**config.mk**
```make
export PLATFORM = sky130hd
export DESIGN_NAME = kdsf_ctrl
export DESIGN_NICKNAME = d
export VERILOG_FILES = /design/src/kdsf_pkg.sv /design/src/kdsf_ctrl.sv
export SDC_FILE = /design/constraint.sdc
export NUM_CORES = 1
export LEC_CHECK = 0
export BUFFER_PORTS_ARGS = -buffer_cell sky130_fd_sc_hd__buf_2
export CAP_MARGIN = 20
export CORE_MARGIN = 3
export CORE_UTILIZATION = 53
export CTS_BUF_LIST = sky130_fd_sc_hd__clkbuf_2
export DETAILED_ROUTE_END_ITERATION = 8
export GPL_TIMING_DRIVEN = 1
export PLACE_DENSITY = 0.84
export SYNTH_ARGS = -nofsm -noshare
export SYNTH_HDL_FRONTEND = slang
export SYNTH_SLANG_ARGS = --single-unit
export TNS_END_PERCENT = 1
```
**constraint.sdc**
```tcl
create_clock -name clk_i -period 2.2 [get_ports clk_i]
set_clock_uncertainty 0.15 [all_clocks]
set_input_delay 0.44 -clock clk_i [delete_from_list [all_inputs] [get_ports clk_i]]
set_output_delay 0.44 -clock clk_i [all_outputs]
set_load 0.05 [all_outputs]
```
**src/kdsf_pkg.sv**
```systemverilog
`default_nettype none

package kdsf_pkg;

  // Defaults for the top-level parameters
  localparam int MAX_LEN_DEF     = 1024;
  localparam int SYMBOL_BITS_DEF = 8;

  // Fixed field widths of the stream payload
  localparam int KIND_W   = 2;
  localparam int SYM_W    = 8;
  localparam int K_W      = 20;
  localparam int START_W  = 10;
  localparam int LENOUT_W = 11;

  // Transaction kinds
  localparam logic [KIND_W-1:0] KIND_APPEND = 2'd0;
  localparam logic [KIND_W-1:0] KIND_QUERY  = 2'd1;
  localparam logic [KIND_W-1:0] KIND_CLEAR  = 2'd2;

  // Controller states
  typedef enum logic [4:0] {
    S_IDLE, S_INIT_RD, S_INIT_WR, S_KEY_RD, S_KEY_A, S_KEY_B,
    S_CI_RD, S_CI_LD, S_CJ_RD, S_CJ_CMP, S_CI_WR, S_STEP,
    S_SA_RD, S_SA_WR, S_K_RD, S_K_RANK, S_K_SA, S_K_TEST, S_K_TJ,
    S_K_EQ, S_K_WR, S_W_RD, S_W_CMP, S_REPORT
  } st_e;

  // Datapath micro-operations
  typedef enum logic [4:0] {
    OP_NONE, OP_ACCEPT, OP_INIT_RD, OP_INIT_WR, OP_KEY_RD, OP_KEY_A, OP_KEY_B,
    OP_CI_RD, OP_CI_LD, OP_CJ_RD, OP_CJ_CMP, OP_CI_WR, OP_STEP,
    OP_SA_RD, OP_SA_WR, OP_K_RD, OP_K_RANK, OP_K_SA, OP_K_TEST, OP_K_TJ,
    OP_K_EQ, OP_K_WR, OP_W_RD, OP_W_CMP, OP_REPORT
  } op_e;

  typedef struct packed {
    op_e op;
  } cmd_t;

  typedef struct packed {
    logic i_last;
    logic j_last;
    logic len_zero;
    logic k_in_zero;
    logic ord_valid;
    logic step_more;
    logic rank_zero;
    logic can_cmp;
    logic ch_eq;
    logic k_fits;
    logic out_free;
  } sts_t;

endpackage

`default_nettype wire

```
**src/kdsf_ctrl.sv**
```systemverilog
`default_nettype none

module kdsf_ctrl (
  input  wire logic                        clk_i,
  input  wire logic                        rst_ni,
  input  wire logic                        in_valid_i,
  input  wire logic [kdsf_pkg::KIND_W-1:0] kind_i,
  input  wire kdsf_pkg::sts_t              sts_i,
  output logic                             in_ready_o,
  output kdsf_pkg::cmd_t                   cmd_o
);

  kdsf_pkg::st_e state_q, state_d;

  always_ff @(posedge clk_i or negedge rst_ni) begin
    if (!rst_ni) begin
      state_q <= kdsf_pkg::S_IDLE;
    end else begin
      state_q <= state_d;
    end
  end

  // Next state and command
  always_comb begin
    state_d    = state_q;
    cmd_o.op   = kdsf_pkg::OP_NONE;
    in_ready_o = 1'b0;
    unique case (state_q)
      kdsf_pkg::S_IDLE: begin
        in_ready_o = 1'b1;
        if (in_valid_i) begin
          cmd_o.op = kdsf_pkg::OP_ACCEPT;
          if (kind_i == kdsf_pkg::KIND_QUERY) begin
            priority if (sts_i.len_zero || sts_i.k_in_zero) state_d = kdsf_pkg::S_REPORT;
            else if (sts_i.ord_valid) state_d = kdsf_pkg::S_W_RD;
            else state_d = kdsf_pkg::S_INIT_RD;
          end
        end
      end
      kdsf_pkg::S_INIT_RD: begin
        cmd_o.op = kdsf_pkg::OP_INIT_RD;
        state_d  = kdsf_pkg::S_INIT_WR;
      end
      kdsf_pkg::S_INIT_WR: begin
        cmd_o.op = kdsf_pkg::OP_INIT_WR;
        state_d  = sts_i.i_last ? kdsf_pkg::S_KEY_RD : kdsf_pkg::S_INIT_RD;
      end
      kdsf_pkg::S_KEY_RD: begin
        cmd_o.op = kdsf_pkg::OP_KEY_RD;
        state_d  = kdsf_pkg::S_KEY_A;
      end
      kdsf_pkg::S_KEY_A: begin
        cmd_o.op = kdsf_pkg::OP_KEY_A;
        state_d  = kdsf_pkg::S_KEY_B;
      end
      kdsf_pkg::S_KEY_B: begin
        cmd_o.op = kdsf_pkg::OP_KEY_B;
        state_d  = sts_i.i_last ? kdsf_pkg::S_CI_RD : kdsf_pkg::S_KEY_RD;
      end
      kdsf_pkg::S_CI_RD: begin
        cmd_o.op = kdsf_pkg::OP_CI_RD;
        state_d  = kdsf_pkg::S_CI_LD;
      end
      kdsf_pkg::S_CI_LD: begin
        cmd_o.op = kdsf_pkg::OP_CI_LD;
        state_d  = kdsf_pkg::S_CJ_RD;
      end
      kdsf_pkg::S_CJ_RD: begin
        cmd_o.op = kdsf_pkg::OP_CJ_RD;
        state_d  = kdsf_pkg::S_CJ_CMP;
      end
      kdsf_pkg::S_CJ_CMP: begin
        cmd_o.op = kdsf_pkg::OP_CJ_CMP;
        state_d  = sts_i.j_last ? kdsf_pkg::S_CI_WR : kdsf_pkg::S_CJ_RD;
      end
      kdsf_pkg::S_CI_WR: begin
        cmd_o.op = kdsf_pkg::OP_CI_WR;
        state_d  = sts_i.i_last ? kdsf_pkg::S_STEP : kdsf_pkg::S_CI_RD;
      end
      kdsf_pkg::S_STEP: begin
        cmd_o.op = kdsf_pkg::OP_STEP;
        state_d  = sts_i.step_more ? kdsf_pkg::S_KEY_RD : kdsf_pkg::S_SA_RD;
      end
      kdsf_pkg::S_SA_RD: begin
        cmd_o.op = kdsf_pkg::OP_SA_RD;
        state_d  = kdsf_pkg::S_SA_WR;
      end
      kdsf_pkg::S_SA_WR: begin
        cmd_o.op = kdsf_pkg::OP_SA_WR;
        state_d  = sts_i.i_last ? kdsf_pkg::S_K_RD : kdsf_pkg::S_SA_RD;
      end
      kdsf_pkg::S_K_RD: begin
        cmd_o.op = kdsf_pkg::OP_K_RD;
        state_d  = kdsf_pkg::S_K_RANK;
      end
      kdsf_pkg::S_K_RANK: begin
        cmd_o.op = kdsf_pkg::OP_K_RANK;
        priority if (!sts_i.rank_zero) state_d = kdsf_pkg::S_K_SA;
        else if (sts_i.i_last) state_d = kdsf_pkg::S_W_RD;
        else state_d = kdsf_pkg::S_K_RD;
      end
      kdsf_pkg::S_K_SA: begin
        cmd_o.op = kdsf_pkg::OP_K_SA;
        state_d  = kdsf_pkg::S_K_TEST;
      end
      kdsf_pkg::S_K_TEST: begin
        cmd_o.op = kdsf_pkg::OP_K_TEST;
        state_d  = sts_i.can_cmp ? kdsf_pkg::S_K_TJ : kdsf_pkg::S_K_WR;
      end
      kdsf_pkg::S_K_TJ: begin
        cmd_o.op = kdsf_pkg::OP_K_TJ;
        state_d  = kdsf_pkg::S_K_EQ;
      end
      kdsf_pkg::S_K_EQ: begin
        cmd_o.op = kdsf_pkg::OP_K_EQ;
        state_d  = sts_i.ch_eq ? kdsf_pkg::S_K_TEST : kdsf_pkg::S_K_WR;
      end
      kdsf_pkg::S_K_WR: begin
        cmd_o.op = kdsf_pkg::OP_K_WR;
        state_d  = sts_i.i_last ? kdsf_pkg::S_W_RD : kdsf_pkg::S_K_RD;
      end
      kdsf_pkg::S_W_RD: begin
        cmd_o.op = kdsf_pkg::OP_W_RD;
        state_d  = kdsf_pkg::S_W_CMP;
      end
      kdsf_pkg::S_W_CMP: begin
        cmd_o.op = kdsf_pkg::OP_W_CMP;
        state_d  = (sts_i.k_fits || sts_i.i_last) ? kdsf_pkg::S_REPORT : kdsf_pkg::S_W_RD;
      end
      kdsf_pkg::S_REPORT: begin
        cmd_o.op = kdsf_pkg::OP_REPORT;
        if (sts_i.out_free) state_d = kdsf_pkg::S_IDLE;
      end
      default: state_d = kdsf_pkg::S_IDLE;
    endcase
  end

endmodule

`default_nettype wire

```
---- Word level (Yosys, flattened, before mapping) ----
Cells that the tools add are included.
word-level totals
  register bits after elaboration ......... 5
  bits of input ports ..................... 16
  output and inout bits ................... 6
  logic and storage cells ................. 52
cells by class
  equal/unequal tests ..................... 27
  multiplexer cells ....................... 20
  reduce and logical (&&, ||, !) cells .... 4
operators by type and width
  operator                                                         count
  5-bit case mux with 24 select lines                              2
  5-bit by 4-bit == test with 1-bit output, second input constant  8
  5-bit == test, second input constant                             8
  5-bit 2-to-1 mux                                                 7
  5-bit by 3-bit == test with 1-bit output, second input constant  4
  5-bit by 2-bit == test with 1-bit output, second input constant  2
  3-bit 2-to-1 mux                                                 3
  2-bit 2-to-1 mux                                                 4
  4-bit 2-to-1 mux                                                 2
  2-bit != test, second input constant                             3
  5-bit by 1-bit == test with 1-bit output, second input constant  1
  5-bit zero test                                                  1
  3-bit AND reduction                                              1
  2-bit by 1-bit == test with 1-bit output, second input constant  1
  1-bit logical OR                                                 2
  1-bit 2-to-1 mux                                                 2

---- Longest topological paths before layout ----
Gate-level depths: netlist of the first run.
  depth after elaboration ................. 5
  mapped depth ............................ 7
  depth with buffers taken out ............ 5

---- Least setup slack after synthesis of the first run ----
OpenSTA, ideal clock, no wires.
  path kind ............................... register to output
  from .................................... reg state_q[1]
  to ...................................... out cmd_o[0] (netlist name)
  arrival time ............................ 2.033 ns
  required time ........................... 1.610 ns
  setup slack ............................. -0.423 ns
  stages on the path, launching flop included .. 5
  path buffers ............................ 2
  cell sequence ........................... dfrtp_1 -> buf_6 -> clkbuf_1 -> nor2_1 -> a221oi_1
RTL lines
  item                    RTL line         RTL
  from (decl)             kdsf_ctrl.sv:13  kdsf_pkg::st_e state_q, state_d;
  from (signal assigned)  kdsf_ctrl.sv:17  state_q <= kdsf_pkg::S_IDLE;
  from (signal assigned)  kdsf_ctrl.sv:19  state_q <= state_d;
  to (decl)               kdsf_ctrl.sv:10  output kdsf_pkg::cmd_t cmd_o

==> results of run 1 <==
==> metrics by stage <==
step / hold slack [ns] / TNS [ns] / util / setup WS [ns] / total power (W)
after floorplan: -0.005591 / -0.3335 / - / -0.2025 / 0.001217
after global placement: 0.1036 / 0 / 0.6726 / 0.3107 / 0.001428
after detailed placement: 0.1093 / 0 / 0.6726 / 0.2529 / 0.001453
after CTS: 0.4103 / 0 / 0.6961 / 0.03392 / 0.001547
after global routing: 0.3953 / 0 / 0.7017 / 0.03615 / 0.001700
final: 0.4218 / 0 / 0.7017 / 0.1426 / 0.001562
==> layout by cell type (no fill, tap or decap), drive strengths merged, types with 2 or more instances in the layout <==
| cell type | instances |
|---|---|
| a32oi | 3 |
| mux2i | 3 |
| o22ai | 2 |
| nor2b | 4 |
| and3 | 2 |
| inv | 5 |
| o21a | 2 |
| buf | 28 |
| or2 | 2 |
| a221oi | 2 |
| o21ai | 12 |
| a21oi | 6 |
| nor2 | 9 |
| nand2 | 9 |
| nor3 | 5 |
| nand3 | 2 |
| clkbuf | 4 |
| dfrtp | 5 |
| nand2b | 5 |
| a31oi | 3 |
==> what timing repair did <==
action	CTS	global route
setup endpoints to repair	1	3
resized for setup	1	3
endpoints found under the hold margin	5	0
hold buffers	1	0
pin swaps	0	0
==> layer usage <==
layer / vias to the layer above / wire (µm)
met4: 0 / 55
li1: 456 / -
met3: 10 / 183
met1: 446 / 903
met2: 54 / 1055
met5: - / 0
==> worst max-delay path by stage <==
stage / startpoint / end / slack [ns]
2_1_floorplan: state_q[3] / cmd_o[3] / -0.20
3_3_place_gp: state_q[1] / cmd_o[4] / 0.31
3_5_place_dp: state_q[1] / cmd_o[4] / 0.25
4_1_cts: state_q[2] / in_ready_o / 0.03
5_1_grt: state_q[0] / cmd_o[4] / 0.04
6_report: state_q[0] / cmd_o[4] / 0.14
==> cells by family (layout without fill, tap and decap cells) <==
| group | count (synthesis) | after routing | synth area share |
|---|---|---|---|
| compound gates | 42 | 42 | 0.3750 |
| xor+xnor | 1 | 1 | 0.01122 |
| buf+inv | 16 | 38 | 0.1090 |
| flops | 5 | 5 | 0.1603 |
| mux | 3 | 3 | 0.03846 |
| simple gates | 43 | 43 | 0.3061 |
==> power by group through the flow <==
| stage | Combinational, W | Sequential (W) | Clock, W |
|---|---|---|---|
| floorplan | 0.00106 | 0.000160 | 0 |
| global placement | 0.00118 | 0.000251 | 0 |
| detailed placement | 0.00120 | 0.000257 | 0 |
| CTS | 0.00120 | 0.000257 | 0.0000902 |
| global route | 0.00132 | 0.000280 | 0.000105 |
| finish | 0.00121 | 0.000267 | 0.0000860 |
==> area by class of cell <==
class                   count  share of cell area
repair buffers             29              0.1791
clock buffers               4             0.02139
flip-flops and latches      5              0.1377
well taps                  15             0.02005
inverters                   5             0.02005
multi-input cells          89              0.6217
==> critical path, cell delays in order, from the launching register on <==
cell	delay, ns
dfrtp_1	0.52
nand3_1	0.22
o21ai_0	0.22
buf_2	0.29
==> summary.txt, run 1 <==
Routing
  – Via density: around 6.6
  – DRT Wirelength: around 2200 µm
  – DRT iter0 DRCs: 24
  – Antenna viol nets, final: 0
  – WL/cell: 14.95 µm
  – DR vias: a little under 1000
  – Drt drc: 0
  – Pre-antenna DRT Iters: 4

Worst setup path
  – Crit path DAT: around 1.5 ns
  – Required arrival time at the worst endpoint: ~1.6 ns
  – Critical path peak fanout: 9
  – CP Launch Type: flip-flop
  – FF-to-FF Start: state_q[3]
  – CP endpoint kind: output pin
  – R2R depth: 6
  – Flop2flop setup slack: 0.32 ns
  – CP Class: flip-flop to output pin
  – Reg-to-Reg End: state_q[0]

Global routing
  – GR met3 Demand/Resource: 0.06098
  – Vias in the first global route: about 900
  – Busiest grt layer: met2
  – Met1 usage: 0.3259
  – First-pass GRT wire length: 3870 µm
  – Met2 global-route usage: 0.4244
  – Initial antenna violation count: 0
  – Largest net degree at the start of global routing: 17
  – GRT Total Usage: 0.2600
  – Gr ovfl total: 0

Finish
  – Post-route cell area: approximately 940 µm²
  – Largest regs: state_q x5
  – Filler Cell Count: 124
  – Diode count: 0
  – Final non-filler cell total: roughly 150
  – FF/Latch Area: 128.9 µm²
  – Layout cells sized above 1: 0.3258
  – Layout net count: approximately 150
  – Largest register FFs: 5
  – Syn-to-layout area delta: 19.87%
  – Most flop-heavy register: state_q
  – Area occupied by multi-input gates: 581.8 µm²

Clocking
  – CTS tree: yes
  – Reg clk slew, reported paths: about 0.06 ns
  – Clock latency on the worst-skew pair: about 0.22 ns
  – CTS Buf Count: 3
  – Post-CTS setup buffer count: 0
  – Clk buf depth: 2
  – CTS Sinks: 5
  – Htree depth: 1
  – Root Buffer Master: clkbuf_2

Power and ir drop
  – Clock share of power: 0.055
  – Psw: about 0.00090 W
  – Power Density: 1669 mW/mm²
  – Seq pwr share: 0.171
  – Leakage power: 0.4185 nW
  – Maximum VDD drop: 1.203 mV
  – Combinational power share: 0.774
  – P_int: 0.0006601 W
  – Switching Fraction: 0.5775

Synth
  – Post-synthesis cell type count: between 40 and 50
  – Mean area per synthesized cell: slightly above 7 µm²
  – Cell area after synthesis: slightly below 800 µm²
  – Post-synth top area cell: dfrtp_1
  – Yosys warnings: 0
  – Seq cells post-synth: 5
  – Post-Syn Nets: between 100 and 150
  – Synth top area cells: dfrtp_1, nand2_1, nor2_1
  – Cells after Synth: between 100 and 150
  – Ys flop type: dfrtp_1
  – Register area share after synthesis: 0.1603
  – Post-synth EDFFs: 0
  – Post-synth ARST share: 1.000
  – Top cell type's share of synthesized area: 0.1603
  – Top post-synthesis cells by count: nand2_1, nor2_1, o21ai_0, o21ai_1

Floorplanning
  – Chip height: roughly 44 µm
  – Die area: between 0.0015 and 0.002 mm²
  – Total core area: ~0.0013 mm²
  – Die X: roughly 44 µm
  – Rows: 13
  – Top Ports: 22
  – Starting density of the core: 0.5854

Timing
  – Final clock period utilization by the worst path: 0.9352
  – RSZ-0062 raised after global routing: no
  – Rel. slew slack: 0.7904
  – Slew @ Worst Pin: 0.3145 ns
  – Final hold violations: 0
  – Min Tclk post-route: between 2 and 2.5 ns
  – Slew Viols, Final: 0
  – # setup viols final: 0
  – Max Clk Rate: roughly 0.49 GHz

Run
  – Max_cap viols: 0

Placed design
  – GPL Wtd Cong: 0.9149
  – Placed inst area: 897.1 µm²
  – Cells after DPL: 142
  – DPL Wire Length: approximately 1700 µm
  – IO buf count: 21

Hold path
  – Min-Delay Path Class: input pin to asynchronous set/reset pin

Run status
  – Status: finished clean
Note: power is estimated with default switching activity, not from simulation.
==> inputs of run 2 (changes only) <==
--- a/config.mk
+++ b/config.mk
@@ -7,8 +7,11 @@
 export LEC_CHECK = 0
 export BUFFER_PORTS_ARGS = -buffer_cell sky130_fd_sc_hd__buf_2
 export CAP_MARGIN = 20
+export CELL_PAD_IN_SITES_DETAIL_PLACEMENT = 1
+export CELL_PAD_IN_SITES_GLOBAL_PLACEMENT = 1
+export CORE_ASPECT_RATIO = 1.4
 export CORE_MARGIN = 3
-export CORE_UTILIZATION = 53
+export CORE_UTILIZATION = 37
 export CTS_BUF_LIST = sky130_fd_sc_hd__clkbuf_2
 export DETAILED_ROUTE_END_ITERATION = 8
 export GPL_TIMING_DRIVEN = 1
==> run 2 against run 1 <==
Non-clock buffer count up 1. Die area up 37%. Setup slack worse by 0.078 ns. Sequential share of layout area down 0.15 points. Wire length up 26%. Register-to-register slack worse by 0.04 ns. Clock-buffer cell count unchanged. Core utilization down 22 points. Largest cell class unchanged. Highest routed layer unchanged.
==> summary.txt, run 2 (same netlist as run 1, synthesis figures left out) <==
Clocking
  – Root Buffer Master: clkbuf_2
  – Reg clk slew, reported paths: 0.07 ns (about the same)
  – Htree depth: 1 (unchanged)
  – Clk buf depth: 2 (unchanged)
  – CTS Buf Count: 3 (unchanged)
  – CTS Sinks: 5 (unchanged)
  – CTS tree: yes
  – Post-CTS setup buffer count: 0 (unchanged)
  – Clock latency on the worst-skew pair: 0.21 ns (about the same)

Finish
  – Most flop-heavy register: state_q
  – Syn-to-layout area delta: 21.15%
  – Post-route cell area: 945.9 µm² (+1.1%)
  – Layout cells sized above 1: 0.3233 (-0.002449)
  – Most frequent cells in the layout: buf_2, nand2_1, nor2_1
  – Largest register FFs: 5 (unchanged)
  – Filler Cell Count: 281 (+130%)
  – Most common cell after layout, fill and taps aside: buf_2
  – Final non-filler cell total: 154 (+4.8%)
  – Largest regs: state_q x5
  – Post-layout util: 0.4794 (-0.2223)
  – Diode count: 0 (unchanged)
  – Layout net count: 150 (+0.67%)

Global routing
  – Gr ovfl total: 0 (unchanged)
  – Initial antenna violation count: 0 (unchanged)
  – Vias in the first global route: 1005 (+11%)
  – GRT Total Usage: 0.2199 (-0.04014)
  – Largest net degree at the start of global routing: 13 (-4)
  – First-pass GRT wire length: 4554 µm (+18%)

Floorplanning
  – Die X: 44.83 µm (+1.0%)
  – Total core area: 0.001973 mm² (+48%)
  – Die area: 0.002705 mm² (+37%)
  – Chip height: 60.35 µm (+36%)
  – Rows: 19 (+6)
  – Top Ports: 22 (unchanged)
  – Starting density of the core: 0.3957 (-0.1897)

Timing
  – Slew @ Worst Pin: 0.3340 ns (+0.01952 ns)
  – RSZ-0062 raised after global routing: yes
  – Final clock period utilization by the worst path: 0.9704 (+0.03527)
  – Fin Hold WS: 0.4095 ns (-0.01232 ns)
  – Rel. slew slack: 0.7773 (-0.01302)
  – Final hold violations: 0 (unchanged)
  – Min Tclk post-route: 2.135 ns (+0.07760 ns)
  – # setup viols final: 0 (unchanged)
  – Slew Viols, Final: 0 (unchanged)
  – Post-Route Setup TNS: 0 ns (unchanged)
  – Max Clk Rate: 0.4684 GHz (-3.6%)

Worst setup path
  – Crit path DAT: 1.54 ns (+0.07 ns)
  – Cell chain of the critical path: nor3_1, nor2b_4, buf_2
  – CP Launch Type: flip-flop
  – Delay-heaviest family, CP: simple AND/OR/NAND/NOR gates
  – CP endpoint kind: output pin
  – Slowest stage delay, CP: 0.49 ns (-0.03 ns)
  – Required arrival time at the worst endpoint: 1.61 ns (about the same)
  – Critical path peak fanout: 8 (-1)
  – Flop2flop setup slack: 0.28 ns (-0.04 ns)
  – Critical path buffers and inverters: 1 (unchanged)
  – Slowest-stage cell, CP: dfrtp_1
  – CP Class: flip-flop to output pin

Routing
  – DRT Wirelength: 2764 µm (+26%)
  – Antenna viol nets, final: 0 (unchanged)
  – WL/cell: 17.95 µm (+20%)
  – Via density: 6.156 (-6.3%)
  – DR vias: 948 (-1.9%)
  – Pre-antenna DRT Iters: 4 (unchanged)
  – Drt drc: 0 (unchanged)
  – DR WL met2: 1532 µm (+45%)
  – DRT iter0 DRCs: 20 (-17%)
  – Top Metal Used: met4
  – WL met1: 1100 µm (+22%)
  – Met3 Wirelength: 73 µm (-60%)

Power and ir drop
  – Combinational power share: 0.782 (+0.008)
  – Maximum VDD drop: 0.7739 mV (-36%)
  – P_int: 0.0006694 W (+1.4%)
  – Seq pwr share: 0.165 (-0.006)
  – Power Density: 1715 mW/mm² (+2.7%)
  – Leakage power: 0.4227 nW (+1.0%)
  – Psw: 0.0009524 W (+5.6%)
  – Switching Fraction: 0.5872 (+0.009722)
  – Clock share of power: 0.053 (-0.002)

Hold path
  – Min-Delay Path Class: input pin to asynchronous set/reset pin

Placed design
  – DPL Wire Length: 2264 µm (+35%)
  – GPL Wtd Cong: 0.9099 (-0.55%)
  – Cells after DPL: 149 (+4.9%)
  – Placed inst area: 912.1 µm² (+1.7%)
  – IO buf count: 21 (unchanged)

Run
  – Max_cap viols: 0 (unchanged)

Run status
  – Status: finished clean
==> run 2: cell types whose count changed in the layout (fill, tap and decap cells not counted) <==
cell    before  now
buf_4        7    8
nor3_1       4    5
nor3_2       1    0
==> run 2: cell type report <==
| type | count | area [µm²] | share of cell area |
|---|---|---|---|
| multi-input cells | 89 | 576.8 | 0.6098 |
| repair buffers | 30 | 175.2 | 0.1852 |
| flip-flops and latches | 5 | 128.9 | 0.1362 |
| well taps | 21 | 26.28 | 0.02778 |
| clock buffers | 4 | 20.02 | 0.02116 |
| inverters | 5 | 18.77 | 0.01984 |
==> run 2: through the flow <==
| step | total power, W | worst slack, ns |
|---|---|---|
| after floorplan | 0.001217 | -0.2025 |
| after global placement | 0.001469 | 0.3229 |
| after detailed placement | 0.001521 | 0.2823 |
| after CTS | 0.001613 | 0.03265 |
| after global routing | 0.001743 | -0.01889 |
| final | 0.001622 | 0.06504 |
==> run 2: what timing repair did <==
item	4_1_cts	5_1_grt
hold buffers	1	0
hold endpoints to repair	5	0
gates resized for setup	0	3
setup endpoints to repair	0	5
==> run 2: worst paths after layout <==
check                            from    endpoint  cells past startpoint
max                        state_q[4]  in_ready_o                      3
min reg2reg                state_q[4]  state_q[3]                      1
min in group clk_i           sts_i[0]  state_q[1]                      4
max in group asynchronous      rst_ni  state_q[2]                      2
max reg2reg                state_q[3]  state_q[1]                      6
min                            rst_ni  state_q[1]                      2
==> run 2: per-layer routing <==
| metal | GRT usage | up-vias |
|---|---|---|
| li1 | - | 456 |
| met3 | 0.01484 | 6 |
| met5 | 0 | - |
| met1 | 0.2446 | 461 |
| met2 | 0.4251 | 25 |
| met4 | 0.07950 | 0 |
==> run 2: power by group through the flow <==
stage / sequential [W] / clock, W / combinational [W]
2_1_floorplan: 0.000160 / 0 / 0.00106
3_3_place_gp: 0.000249 / 0 / 0.00122
3_5_place_dp: 0.000256 / 0 / 0.00126
4_1_cts: 0.000255 / 0.0000885 / 0.00127
5_1_grt: 0.000276 / 0.0000954 / 0.00137
6_report: 0.000268 / 0.0000861 / 0.00127
==> inputs of run 3 (changes only) <==
==> config.mk (replaced) <==
export PLATFORM = sky130hd
export DESIGN_NAME = kdsf_ctrl
export DESIGN_NICKNAME = d
export VERILOG_FILES = /design/src/kdsf_pkg.sv /design/src/kdsf_ctrl.sv
export SDC_FILE = /design/constraint.sdc
export NUM_CORES = 1
export LEC_CHECK = 0
export ABC_CLOCK_PERIOD_IN_PS = 2200
export CAP_MARGIN = 20
export CELL_PAD_IN_SITES_DETAIL_PLACEMENT = 1
export CELL_PAD_IN_SITES_GLOBAL_PLACEMENT = 1
export CORE_MARGIN = 3
export CORE_UTILIZATION = 45
export CTS_BUF_LIST = sky130_fd_sc_hd__clkbuf_2
export DETAILED_ROUTE_END_ITERATION = 8
export DONT_BUFFER_PORTS = 1
export GPL_TIMING_DRIVEN = 1
export PLACE_DENSITY = 0.83
export SYNTH_ARGS = -nofsm -noshare
export SYNTH_HDL_FRONTEND = slang
export SYNTH_SLANG_ARGS = --single-unit
export TNS_END_PERCENT = 1
==> run 3 against run 2 <==
Combinational power is 4% lower. Non-clock buffer count is 16 lower. Total power is 0.33% lower. Final cell count is 14% lower. Critical path depth stayed put. Fmax is 1.3% higher. Wire length is 12% lower. First-iteration DRC count is 20% lower. Sequential cell count stayed put. Setup slack better by 0.028 ns. Largest cell class unchanged. Highest routed layer is now met3.
==> summary.txt, run 3 (same netlist as run 1, synthesis figures left out) <==
Floorplanning
  – Rows: 14 (-5)
  – Die X: 47.66 µm (+6.3%)
  – Total core area: 0.001577 mm² (-20%)
  – Chip height: 47.66 µm (-21%)
  – Top Ports: 22 (unchanged)
  – Die area: 0.002271 mm² (-16%)
  – Starting density of the core: 0.4952 (+0.09955)

Timing
  – Final hold violations: 0 (unchanged)
  – Slew @ Worst Pin: 0.4486 ns (+0.1146 ns)
  – Final clock period utilization by the worst path: 0.9577 (-0.01278)
  – RSZ-0062 raised after global routing: no
  – Min Tclk post-route: 2.107 ns (-0.02812 ns)
  – Slew Viols, Final: 0 (unchanged)
  – Rel. slew slack: 0.7009 (-0.07641)
  – # setup viols final: 0 (unchanged)
  – Max Clk Rate: 0.4746 GHz (+1.3%)

Placed design
  – GPL Wtd Cong: 0.9322 (+2.5%)
  – IO buf count: 0 (-100%)
  – Placed inst area: 838.3 µm² (-8.1%)
  – Cells after DPL: 128 (-14%)
  – DPL Wire Length: 1859 µm (-18%)

Worst setup path
  – CP Class: flip-flop to output pin
  – CP Launch Type: flip-flop
  – Required arrival time at the worst endpoint: 1.61 ns (about the same)
  – Slowest-stage cell, CP: dfrtp_1
  – Crit path DAT: 1.52 ns (-0.02 ns)
  – Critical path peak fanout: 12 (+4)
  – Cell chain of the critical path: nand3_1, o21ai_1, buf_4
  – Delay-heaviest family, CP: flip-flops
  – Critical path buffers and inverters: 1 (unchanged)
  – CP endpoint kind: output pin
  – Slowest stage delay, CP: 0.62 ns (+0.13 ns)

Finish
  – Final non-filler cell total: 133 (-14%)
  – Post-route cell area: 878.3 µm² (-7.1%)
  – Diode count: 0 (unchanged)
  – Most flop-heavy register: state_q
  – Most common cell after layout, fill and taps aside: buf_4
  – Syn-to-layout area delta: 12.50%
  – Post-layout util: 0.5571 (+0.07775)
  – FF/Latch Area: 127.6 µm² (-0.97%)
  – Largest register FFs: 5 (unchanged)
  – Most frequent cells in the layout: buf_4, nand2_1, nor2_1
  – Layout cells sized above 1: 0.2393 (-0.08399)
  – Filler Cell Count: 221 (-21%)
  – Largest regs: state_q x5
  – Area occupied by multi-input gates: 584.3 µm² (+1.3%)
  – Layout net count: 134 (-11%)

Clocking
  – Clk buf depth: 2 (unchanged)
  – Htree depth: 1 (unchanged)
  – CTS tree: yes
  – Root Buffer Master: clkbuf_2
  – CTS Buf Count: 3 (unchanged)
  – Reg clk slew, reported paths: 0.06 ns (about the same)
  – Clock latency on the worst-skew pair: 0.22 ns (about the same)
  – CTS Sinks: 5 (unchanged)

Global routing
  – Initial antenna violation count: 0 (unchanged)
  – GRT Total Usage: 0.2551 (+0.03523)
  – Gr ovfl total: 0 (unchanged)
  – Vias in the first global route: 853 (-15%)
  – First-pass GRT wire length: 4022 µm (-12%)
  – Largest net degree at the start of global routing: 18 (+5)

Routing
  – Drt drc: 0 (unchanged)
  – Via density: 6.504 (+5.7%)
  – Antenna viol nets, final: 0 (unchanged)
  – DRT iter0 DRCs: 16 (-20%)
  – DRT Wirelength: 2442 µm (-12%)
  – DR vias: 865 (-8.8%)
  – WL/cell: 18.36 µm (+2.3%)
  – Pre-antenna DRT Iters: 4 (unchanged)

Power and ir drop
  – Maximum VDD drop: 0.9811 mV (+27%)
  – Leakage power: 0.3643 nW (-14%)
  – Power Density: 1840 mW/mm² (+7.3%)

Hold path
  – Min-Delay Path Class: input pin to flip-flop

Run
  – Max_cap viols: 0 (unchanged)

Run status
  – Status: finished clean
==> run 3: cell count changes in the layout (fill, tap and decap cells not counted), moves of 2 or more <==
cell | previous run | this run
o21ai_0 | 6 | 4
buf_4 | 8 | 13
buf_2 | 21 | 0
o21ai_1 | 6 | 8
==> run 3: report_power, final <==
part | internal [W] | switching (W)
Clock | 0.0000481 | 0.0000369
Sequential | 0.000139 | 0.000173
Combinational | 0.000498 | 0.000721
Total | 0.000685 | 0.000931
==> run 3: cell type report <==
| type | count | share of cell area |
|---|---|---|
| clock buffers | 4 | 0.02279 |
| multi-input cells | 89 | 0.6652 |
| inverters | 5 | 0.02137 |
| well taps | 16 | 0.02279 |
| flip-flops and latches | 5 | 0.1453 |
| repair buffers | 14 | 0.1225 |
==> run 3: final timing paths <==
path / from / endpoint / slack [ns] / depth (start not counted)
hold reg to reg: state_q[4] / state_q[3] / 0.62 / 1
min in group asynchronous: rst_ni / state_q[2] / 0.35 / 1
setup / recovery: state_q[2] / cmd_o[4] / 0.09 / 3
max in group asynchronous: rst_ni / state_q[0] / 1.35 / 1
hold / removal: sts_i[10] / state_q[0] / 0.22 / 2
setup reg to reg: state_q[2] / state_q[1] / 0.19 / 5
==> run 3: repair_timing <==
action,4_1_cts,5_1_grt
hold buffers,1,0
hold endpoints to repair,5,0
setup endpoints to repair,3,5
setup buffers,0,0
cloned,0,0
resized for setup,1,3
==> run 3: worst reg2reg max path: cells and delay by family, from the launching register on <==
kind,cells,cell delay (ns)
AND/OR/NAND/NOR,2,0.27
buffers and inverters,1,0.28
AO/OA/AOI/OAI,2,0.55
flip-flops,1,0.62
==> run 3: through the flow <==
step	hold slack, ns	power (W)	setup WS (ns)	TNS [ns]
finish	0.2223	0.001616	0.09316	0
global route	0.2157	0.001739	0.0003395	0
CTS	0.2092	0.001604	0.01856	0
detailed placement	-0.005473	0.001504	0.2043	0
global placement	-0.005466	0.001472	0.2217	0
floorplan	-0.005591	0.001217	-0.2025	-0.3335
==> run 3: per-layer routing <==
layer | GRT usage | up-vias | wire length, µm
met4 | 0.09677 | 0 | 0
met2 | 0.4305 | 24 | 1212
li1 | - | 427 | -
met1 | 0.3237 | 414 | 1118
met5 | 0 | - | 0
met3 | 0.04135 | 0 | 111
